### src/hw/rtl/sha1_pkg.sv
// Package with the shared types and constants of the SHA-1 digest core.
`timescale 1ns / 1ps
package sha1_pkg;
	localparam int QueueDepth = 2;

	typedef struct packed {
		logic [7:0] data_byte;
		logic       has_byte;
		logic       end_of_message;
	} cmd_t;

	typedef enum logic [2:0] {
		ST_IDLE,
		ST_ROUND,
		ST_PAD,
		ST_OUT
	} back_state_t;

	localparam logic [31:0] H0 = 32'h67452301;
	localparam logic [31:0] H1 = 32'hEFCDAB89;
	localparam logic [31:0] H2 = 32'h98BADCFE;
	localparam logic [31:0] H3 = 32'h10325476;
	localparam logic [31:0] H4 = 32'hC3D2E1F0;
	localparam logic [31:0] K0 = 32'h5A827999;
	localparam logic [31:0] K1 = 32'h6ED9EBA1;
	localparam logic [31:0] K2 = 32'h8F1BBCDC;
	localparam logic [31:0] K3 = 32'hCA62C1D6;
	localparam logic [7:0]  PadByte = 8'h80;
	localparam logic [5:0]  LenStart = 6'd56;
endpackage

### src/hw/rtl/sha1_if.sv
// Valid/ready channel interfaces for the SHA-1 digest core.
`timescale 1ns / 1ps
interface sha1_in_if;
	logic       valid;
	logic       ready;
	logic [7:0] data_byte;
	logic       has_byte;
	logic       end_of_message;
	modport source (output valid, data_byte, has_byte, end_of_message, input ready);
	modport sink (input valid, data_byte, has_byte, end_of_message, output ready);
endinterface

interface sha1_out_if;
	logic        valid;
	logic        ready;
	logic [31:0] digest_word;
	logic [2:0]  word_index;
	logic        last_word;
	modport source (output valid, digest_word, word_index, last_word, input ready);
	modport sink (input valid, digest_word, word_index, last_word, output ready);
endinterface

### src/hw/rtl/sha1_front.sv
// Front end: accepts transactions, drops empty ones, and queues the rest.
`timescale 1ns / 1ps
module sha1_front (
	input  logic           clk,
	input  logic           arst_n,
	sha1_in_if.sink        in_ch,
	output sha1_pkg::cmd_t cmd,
	output logic           cmd_valid,
	input  logic           cmd_take
);
	import sha1_pkg::*;

	cmd_t       fifo_q [QueueDepth];
	logic       wr_ptr_q;
	logic       rd_ptr_q;
	logic [1:0] count_q;
	logic       push;
	logic       pop;

	assign in_ch.ready = (count_q != 2'(QueueDepth));
	// Items with neither a byte nor an end mark change nothing, so they never enter the queue.
	assign push = in_ch.valid && in_ch.ready && (in_ch.has_byte || in_ch.end_of_message);
	assign cmd_valid = (count_q != 2'd0);
	assign pop = cmd_valid && cmd_take;
	assign cmd = fifo_q[rd_ptr_q];

	always_ff @(posedge clk) begin
		if (push) begin
			fifo_q[wr_ptr_q] <= '{in_ch.data_byte, in_ch.has_byte, in_ch.end_of_message};
		end
	end

	always_ff @(posedge clk or negedge arst_n) begin
		if (!arst_n) begin
			wr_ptr_q <= 1'b0;
			rd_ptr_q <= 1'b0;
			count_q  <= 2'd0;
		end else begin
			if (push) wr_ptr_q <= ~wr_ptr_q;
			if (pop) rd_ptr_q <= ~rd_ptr_q;
			count_q <= count_q + 2'(push) - 2'(pop);
		end
	end

	assert property (@(posedge clk) disable iff (!arst_n) count_q <= 2'(QueueDepth))
		else $error("queue count overflow");
	assert property (@(posedge clk) disable iff (!arst_n) !cmd_valid |=> !pop || $past(push))
		else $error("pop from empty queue");
	assert property (@(posedge clk) disable iff (!arst_n)
		(count_q == 2'(QueueDepth)) |-> !in_ch.ready)
		else $error("ready while full");
endmodule

### src/hw/rtl/sha1_back.sv
// Back end: block packing, padding, 80-round compression and digest output.
`timescale 1ns / 1ps
module sha1_back (
	input  logic           clk,
	input  logic           arst_n,
	input  sha1_pkg::cmd_t cmd,
	input  logic           cmd_valid,
	output logic           cmd_take,
	sha1_out_if.source     out_ch
);
	import sha1_pkg::*;

	back_state_t state_q, state_d;
	logic [31:0] h_q [5];
	logic [31:0] w_q [16];
	logic [31:0] a_q, b_q, c_q, d_q, e_q;
	logic [5:0]  fill_q;
	logic [60:0] bytes_q;
	logic [6:0]  round_q;
	logic        final_q;   // the running compression is the last of the message
	logic        pad_more_q; // after this compression, a length block still follows
	logic [2:0]  oidx_q;

	logic        start_round;
	logic        start_pad;
	logic [31:0] wn, f, k, t, wi;
	logic [63:0] bits;
	logic [5:0]  fill_eff;
	logic [60:0] bytes_eff;
	logic [63:0] bits_eff;

	assign bits = {bytes_q, 3'b000};
	// Fill and length once the closing transaction's own byte is counted.
	assign fill_eff = fill_q + 6'(cmd.has_byte);
	assign bytes_eff = bytes_q + 61'(cmd.has_byte);
	assign bits_eff = {bytes_eff, 3'b000};
	assign wi = (round_q < 7'd16) ? w_q[round_q[3:0]] :
		{wn[30:0], wn[31]};
	assign wn = w_q[4'(round_q[3:0] - 4'd3)] ^ w_q[4'(round_q[3:0] - 4'd8)]
		^ w_q[4'(round_q[3:0] - 4'd14)] ^ w_q[round_q[3:0]];

	always_comb begin
		if (round_q < 7'd20) begin
			f = (b_q & c_q) | (~b_q & d_q); k = K0;
		end else if (round_q < 7'd40) begin
			f = b_q ^ c_q ^ d_q; k = K1;
		end else if (round_q < 7'd60) begin
			f = (b_q & c_q) | (b_q & d_q) | (c_q & d_q); k = K2;
		end else begin
			f = b_q ^ c_q ^ d_q; k = K3;
		end
		t = {a_q[26:0], a_q[31:27]} + f + e_q + k + wi;
	end

	always_comb begin
		state_d = state_q;
		cmd_take = 1'b0;
		start_round = 1'b0;
		start_pad = 1'b0;
		case (state_q)
			ST_IDLE: begin
				if (cmd_valid) begin
					cmd_take = 1'b1;
					if (cmd.has_byte && fill_q == 6'd63) begin
						start_round = 1'b1;
						state_d = ST_ROUND;
					end else if (cmd.end_of_message) begin
						start_pad = 1'b1;
						start_round = 1'b1;
						state_d = ST_ROUND;
					end
				end
			end
			ST_PAD: begin
				start_round = 1'b1;
				state_d = ST_ROUND;
			end
			ST_ROUND: begin
				if (round_q == 7'd79) begin
					if (pad_more_q) state_d = ST_PAD;
					else if (final_q) state_d = ST_OUT;
					else state_d = ST_IDLE;
				end
			end
			ST_OUT: begin
				if (out_ch.ready && oidx_q == 3'd4) state_d = ST_IDLE;
			end
			default: state_d = ST_IDLE;
		endcase
	end

	assign out_ch.valid = (state_q == ST_OUT);
	assign out_ch.digest_word = h_q[oidx_q];
	assign out_ch.word_index = oidx_q;
	assign out_ch.last_word = (oidx_q == 3'd4);

	always_ff @(posedge clk or negedge arst_n) begin
		if (!arst_n) state_q <= ST_IDLE;
		else state_q <= state_d;
	end

	// Byte packing, padding and the round datapath.
	always_ff @(posedge clk) begin
		if (state_q == ST_IDLE && cmd_take && cmd.has_byte) begin
			w_q[fill_q[5:2]][5'd31 - {fill_q[1:0], 3'b000} -: 8] <= cmd.data_byte;
		end
		if (start_pad) begin
			// Place 0x80 after the pending bytes and zero the rest.
			for (int j = 0; j < 16; j++) begin
				for (int bb = 0; bb < 4; bb++) begin
					if (6'(j * 4 + bb) == fill_eff)
						w_q[j][31 - bb * 8 -: 8] <= PadByte;
					else if (6'(j * 4 + bb) > fill_eff)
						w_q[j][31 - bb * 8 -: 8] <= 8'h00;
				end
			end
			if (fill_eff < LenStart) begin
				w_q[14] <= bits_eff[63:32];
				w_q[15] <= bits_eff[31:0];
			end
		end
		if (state_q == ST_PAD) begin
			// Length-only block; it also carries the 0x80 mark when the message
			// ended exactly on a block boundary.
			for (int j = 0; j < 16; j++) w_q[j] <= 32'd0;
			w_q[0] <= (bytes_q[5:0] == 6'd0) ? {PadByte, 24'd0} : 32'd0;
			w_q[14] <= bits[63:32];
			w_q[15] <= bits[31:0];
		end
		if (start_round) begin
			a_q <= h_q[0]; b_q <= h_q[1]; c_q <= h_q[2]; d_q <= h_q[3]; e_q <= h_q[4];
		end else if (state_q == ST_ROUND) begin
			if (round_q >= 7'd16) w_q[round_q[3:0]] <= wi;
			a_q <= t; b_q <= a_q; c_q <= {b_q[1:0], b_q[31:2]}; d_q <= c_q; e_q <= d_q;
		end
	end

	always_ff @(posedge clk or negedge arst_n) begin
		if (!arst_n) begin
			h_q[0] <= H0; h_q[1] <= H1; h_q[2] <= H2; h_q[3] <= H3; h_q[4] <= H4;
			fill_q <= 6'd0;
			bytes_q <= 61'd0;
			round_q <= 7'd0;
			final_q <= 1'b0;
			pad_more_q <= 1'b0;
			oidx_q <= 3'd0;
		end else begin
			if (state_q == ST_IDLE && cmd_take) begin
				if (cmd.has_byte) begin
					fill_q <= fill_q + 6'd1;
					bytes_q <= bytes_q + 61'd1;
				end
				final_q <= cmd.end_of_message;
				// A full block with an end mark still needs a pad-only block.
				pad_more_q <= cmd.has_byte && fill_q == 6'd63 && cmd.end_of_message;
			end
			if (start_pad) pad_more_q <= (fill_eff >= LenStart);
			if (state_q == ST_PAD) pad_more_q <= 1'b0;
			if (state_q == ST_ROUND) begin
				if (round_q == 7'd79) begin
					round_q <= 7'd0;
					h_q[0] <= h_q[0] + t;
					h_q[1] <= h_q[1] + a_q;
					h_q[2] <= h_q[2] + {b_q[1:0], b_q[31:2]};
					h_q[3] <= h_q[3] + c_q;
					h_q[4] <= h_q[4] + d_q;
					fill_q <= 6'd0;
				end else begin
					round_q <= round_q + 7'd1;
				end
			end
			if (state_q == ST_OUT && out_ch.ready) begin
				if (oidx_q == 3'd4) begin
					oidx_q <= 3'd0;
					h_q[0] <= H0; h_q[1] <= H1; h_q[2] <= H2; h_q[3] <= H3; h_q[4] <= H4;
					bytes_q <= 61'd0;
					final_q <= 1'b0;
				end else begin
					oidx_q <= oidx_q + 3'd1;
				end
			end
		end
	end

	assert property (@(posedge clk) disable iff (!arst_n)
		out_ch.valid && !out_ch.ready |=> out_ch.valid && $stable(oidx_q))
		else $error("digest word dropped under stall");
	assert property (@(posedge clk) disable iff (!arst_n) oidx_q <= 3'd4)
		else $error("word index out of range");
	assert property (@(posedge clk) disable iff (!arst_n)
		(state_q != ST_ROUND) |-> (round_q == 7'd0))
		else $error("round counter active outside compression");
	assert property (@(posedge clk) disable iff (!arst_n)
		cmd_take |-> (state_q == ST_IDLE))
		else $error("command taken while busy");
endmodule

### src/hw/rtl/sha1_message_digest_core.sv
// Top level of the byte-serial SHA-1 message digest core.
`timescale 1ns / 1ps
// Usage:
// The input channel carries one transaction per message byte: data_byte with
// has_byte set, and end_of_message set on the transaction that closes the
// message (it may carry a byte too, or none, so an empty message works).
// Transactions with neither flag are dropped at once.
// A two-entry queue separates the front end from the compression engine, so
// the source keeps pushing bytes while the engine works.
// While idle, the engine takes a queued byte whenever one is present; each 64th
// byte starts a compression in the single round unit, during which none is taken.
// The closing transaction builds the padded block, and a compression follows;
// when the length does not fit, a padding step builds a length-only block and
// another compression follows. Then, while the receiver is ready, the five
// digest words leave one per cycle on the output channel, word 0 first, and
// last_word marks word 4. When the receiver stalls, the current digest word
// holds and the engine waits; the queue fills and the input ready drops.
// Reset loads the initial hash words, clears counts and empties the queue.
// After the last digest word the core is ready for a new message.
module sha1_message_digest_core (
	input  logic       clk,
	input  logic       arst_n,
	sha1_in_if.sink    in_ch,
	sha1_out_if.source out_ch
);
	import sha1_pkg::*;

	cmd_t cmd;
	logic cmd_valid;
	logic cmd_take;

	sha1_front u_front (
		.clk(clk), .arst_n(arst_n), .in_ch(in_ch),
		.cmd(cmd), .cmd_valid(cmd_valid), .cmd_take(cmd_take)
	);

	sha1_back u_back (
		.clk(clk), .arst_n(arst_n), .cmd(cmd), .cmd_valid(cmd_valid),
		.cmd_take(cmd_take), .out_ch(out_ch)
	);
endmodule
### src/flat_wrapper.sv
// flat-port wrapper written by rule: the top's interface ports become plain ports
module sha1_message_digest_core_flat import sha1_pkg::*;
  (clk, arst_n, in_ch_valid, in_ch_data_byte, in_ch_has_byte, in_ch_end_of_message, in_ch_ready, out_ch_valid, out_ch_digest_word, out_ch_word_index, out_ch_last_word, out_ch_ready);
  sha1_in_if in_ch_i ();
  sha1_out_if out_ch_i ();
  input  logic clk;
  input  logic arst_n;
  input wire logic [$bits(in_ch_i.valid)-1:0] in_ch_valid;
  input wire logic [$bits(in_ch_i.data_byte)-1:0] in_ch_data_byte;
  input wire logic [$bits(in_ch_i.has_byte)-1:0] in_ch_has_byte;
  input wire logic [$bits(in_ch_i.end_of_message)-1:0] in_ch_end_of_message;
  output wire logic [$bits(in_ch_i.ready)-1:0] in_ch_ready;
  output wire logic [$bits(out_ch_i.valid)-1:0] out_ch_valid;
  output wire logic [$bits(out_ch_i.digest_word)-1:0] out_ch_digest_word;
  output wire logic [$bits(out_ch_i.word_index)-1:0] out_ch_word_index;
  output wire logic [$bits(out_ch_i.last_word)-1:0] out_ch_last_word;
  input wire logic [$bits(out_ch_i.ready)-1:0] out_ch_ready;
  assign in_ch_i.valid = in_ch_valid;
  assign in_ch_i.data_byte = in_ch_data_byte;
  assign in_ch_i.has_byte = in_ch_has_byte;
  assign in_ch_i.end_of_message = in_ch_end_of_message;
  assign in_ch_ready = in_ch_i.ready;
  assign out_ch_valid = out_ch_i.valid;
  assign out_ch_digest_word = out_ch_i.digest_word;
  assign out_ch_word_index = out_ch_i.word_index;
  assign out_ch_last_word = out_ch_i.last_word;
  assign out_ch_i.ready = out_ch_ready;
  sha1_message_digest_core u_core (.clk(clk), .arst_n(arst_n), .in_ch(in_ch_i), .out_ch(out_ch_i));
endmodule
### config.mk
export PLATFORM = sky130hd
export DESIGN_NAME = sha1_message_digest_core_flat
export DESIGN_NICKNAME = d
export VERILOG_FILES = /design/src/hw/rtl/sha1_pkg.sv /design/src/hw/rtl/sha1_if.sv /design/src/hw/rtl/sha1_front.sv /design/src/hw/rtl/sha1_back.sv /design/src/hw/rtl/sha1_message_digest_core.sv /design/src/flat_wrapper.sv
export SDC_FILE = /design/constraint.sdc
export NUM_CORES = 2
export LEC_CHECK = 0
export BUFFER_PORTS_ARGS = -buffer_cell sky130_fd_sc_hd__buf_4
export CAP_MARGIN = 20
export CORE_MARGIN = 5
export CORE_UTILIZATION = 45
export DETAILED_ROUTE_END_ITERATION = 8
export GPL_TIMING_DRIVEN = 0
export HOLD_SLACK_MARGIN = 0.08
export PLACE_DENSITY = 0.64
export SYNTH_ARGS = -nofsm -noshare
export SYNTH_HDL_FRONTEND = slang
export SYNTH_SLANG_ARGS = --single-unit
### constraint.sdc
create_clock -name clk -period 19.8 [get_ports clk]
set_input_delay 4.95 -clock clk [delete_from_list [all_inputs] [get_ports clk]]
set_output_delay 4.95 -clock clk [all_outputs]
set_load 0.005 [all_outputs]
==> impl_metrics.csv <==
group,metric,value,unit
worst_setup_path,slowest_delay,970,ps
yosys,synth-edff-count,296,
power,pwr-share-clk,51.1,%
yosys,ys_ff_latch,937,
worst_setup_path,required,20440,ps
power,p_sw_share,24.1,%
grt,met1_usage,48.4,%
clock_network,hold_buffers,0,
die,io_pins,52,
timing,final_hold_viol_count,0,
power,max-vdd-ir-drop,83.7,uV
run_status,outcome,"finished, final reports clean",
die,dieArea,155000,um^2
route,vias_per_cell,6.96,
placed_design,port_buffers,51,
route,via_count,61300,
worst_setup_path,ff2ff_path_depth,34,
power,p_int,0.00325,W
grt,grt_pass1_vias,58100,
grt,grt_pass1_wl,452,mm
clock_network,h-tree-depth,3,
finish,multiInputGateArea,40200,um^2
worst_setup_path,cp-start-kind,"flop",
die,start_util,45.3,%
finish,layout_common_cells,"nor2_1, nand2_1, mux4_2",
worst_setup_path,end_kind,"flop",
finish,drive_gt1_share,18.2,%
run,maxCapViolCount,0,
yosys,syn_area,66000,um^2
route,wl_per_cell,37.1,um
worst_setup_path,path_max_fanout,10,
yosys,synthArstFlopShare,26.1,%
placed_design,dpl.hpwl,251,mm
clock_network,clock_sinks,937,
grt,grt-busiest-layer,"met2",
finish,seqCellArea,23000,um^2
timing,finalCriticalPeriod,11800,ps
worst_setup_path,critPathKind,"flop to flop",
finish,final_common_cell,"nor2_1",
worst_setup_path,crit_arrival,12430,ps
hold_path,min_path_cells,2,
timing,drv_slew,0,
timing,setup_viol,0,
clock_network,root_buffer,"clkbuf_16",
clock_network,cts_max_path_buffers,3,
die,die_x,393,um
grt,grt_max_degree,94,
finish,fill_cells,13400,
grt,grt-ovfl-total,0,
grt,grt_antenna_before_repair,23,
clock_network,insertion_delay,790,ps
route,drc,0,
worst_setup_path,cp_common_cell,"a21oi_1",
clock_network,post_cts_buffers,0,
yosys,synth_area_per_cell,10.1,um^2
clock_network,ctsResizeCount,0,
hold_path,hp-class,"flop to flop",
power,combPwrFrac,2.3,%
placed_design,dpl.cell_count,8554,
die,die_h,393,um
timing,worst_pin_slew,1290,ps
timing,fin_skew,42.0,ps
placed_design,place_congestion,1.10,
route,ant_nets,0,
timing,fin_tns_setup,0,ps
route,drtIter0Drc,8945,
power,leakage,28.1,nW
clock_network,cts_buffers,113,
clock_network,cts_tree,"done",
finish,stdcell_count,8801,
die,num_rows,140,
power,power.density,58.0,nW/um^2
yosys,yosys_warnings,0,
grt,met3_usage,12.5,%
finish,nNetsFinal,7114,
route,wirelength,327,mm
clock_network,clk_pin_slew,60,ps
route,firstDrtPassIters,9,
yosys,ys_types,88,
timing,slew_headroom,14.0,%
yosys,yosysSeqAreaShare,34.9,%
yosys,netlist_instances,6514,
power,p_switching,0.00103,W
yosys,ys.flop_type,"dfxtp_1",
timing,max_freq,84.8,MHz
grt,met2_usage,62.8,%
die,core_area,146000,um^2
yosys,syn_nets,6867,
finish,area_growth,11.8,%
grt,grt_usage,41.7,%
timing,rsz0062_at_grt,"no",
timing,finalCritPeriodShare,59.6,%
power,p_seq_share,46.6,%
worst_setup_path,critPathSlowestCell,"clkbuf_1",
power by group through the flow:
stage / Clock, W / Combinational [W] / Sequential (W)
floorplan: 0 / 0.0000318 / 0.00203
global placement: 0 / 0.0000880 / 0.00203
detailed placement: 0 / 0.0000921 / 0.00203
CTS: 0.00218 / 0.0000923 / 0.00199
global route: 0.00225 / 0.000100 / 0.00199
finish: 0.00219 / 0.0000989 / 0.00199
cell type report:
type | count | area share (%)
diodes | 24 | 0.0814
plain buffers | 422 | 2.50
clock inverters | 60 | 0.758
flip-flops and latches | 937 | 31.2
inverters | 281 | 1.43
repair buffers | 132 | 1.96
multi-input cells | 4874 | 54.4
well taps | 1917 | 3.25
clock buffers | 154 | 4.39
logic make-up (layout without fill, tap and decap cells):
group           count (synthesis)  in the layout  share of synthesized area, %
buf+inv                       703           1049                          4.38
flops                         937            937                          34.9
mux                           720            720                          20.3
compound gates               1585           1585                          15.5
simple gates                 1909           1909                          12.8
xor+xnor                      321            321                          4.27
other cells                     0             24                             0
fa+ha+maj                     339            339                          7.84
through the flow:
step                area, um^2  total power [W]  hold WS, ps  setup WS (ps)  utilization [%]
floorplan                66000          0.00206          445          11430                -
global placement         68800          0.00212          457           6790             47.2
detailed placement       69900          0.00213          470           8510             47.9
CTS                      73700          0.00427          478           8460             50.5
global route             73800          0.00435          499           7960             50.6
finish                   73800          0.00428          477           8000             50.6
worst paths after layout:
check / startpoint / end / slack (ps)
worst max-delay path: u_core.u_back.round_q[2] / u_core.u_back.h_q[157] / 8000
worst min-delay path: u_core.u_back.w_q[7][2] / u_core.u_back.w_q[7][2] / 480
worst max register to register: u_core.u_back.round_q[2] / u_core.u_back.h_q[157] / 8000
worst min register to register: u_core.u_back.w_q[7][2] / u_core.u_back.w_q[7][2] / 480
max in group asynchronous: arst_n / u_core.u_back.bytes_q[16] / 14500
min in group asynchronous: arst_n / u_core.u_back.h_q[10] / 4190
synthesized netlist by cell type, types with 26 or more instances:
master	n	area, um^2
dfstp_2	80	2100
nor2_1	746	2800
nor3_1	69	345
o21ai_1	104	521
o21a_1	34	255
a21oi_1	349	1750
ha_1	214	2680
nand2b_1	78	488
o211ai_1	67	503
xnor2_1	223	1950
a211oi_1	372	2790
buf_2	105	526
a21o_1	84	631
mux2_2	136	1530
dfrtp_1	165	4130
nor2b_1	32	200
o22ai_1	33	206
dfxtp_1	396	7930
fa_1	125	2500
or2_2	65	407
edfxtp_1	296	8890
inv_1	279	1050
nand3_1	122	611
and3_1	50	313
a31oi_1	62	388
xor2_1	97	850
buf_1	28	105
nand2_1	580	2180
clkbuf_1	263	987
o21ai_0	283	1420
o221ai_1	26	228
mux4_2	476	10700
nand4_1	36	225
or3_1	40	250
mux2i_1	104	1040
sequential cells by signal, summed over array words and instances, names as in the netlist, 20 cells and up:
register,count
u_core.u_back.c_q,32
u_core.u_back.w_q,512
u_core.u_back.bytes_q,61
u_core.u_back.b_q,32
u_core.u_front.fifo_q,20
u_core.u_back.a_q,32
u_core.u_back.d_q,32
u_core.u_back.e_q,32
u_core.u_back.h_q,160
critical path: cells and delay by family (launching register included):
family / cells / cell delay [ps]
AOI/OAI and AO/OA: 15 / 4250
buffers and inverters: 7 / 3240
adders and majority gates: 4 / 1470
xor gates and xnor gates: 5 / 1450
muxes: 1 / 440
and+or+nand+nor: 2 / 410
DFF: 1 / 350
per-layer routing:
layer,routed length (um),vias up
li1,-,24800
met1,111000,30100
met2,140000,4908
met3,38500,1483
met4,37300,16
met5,101,-
Power figures use the tool's default switching activity.
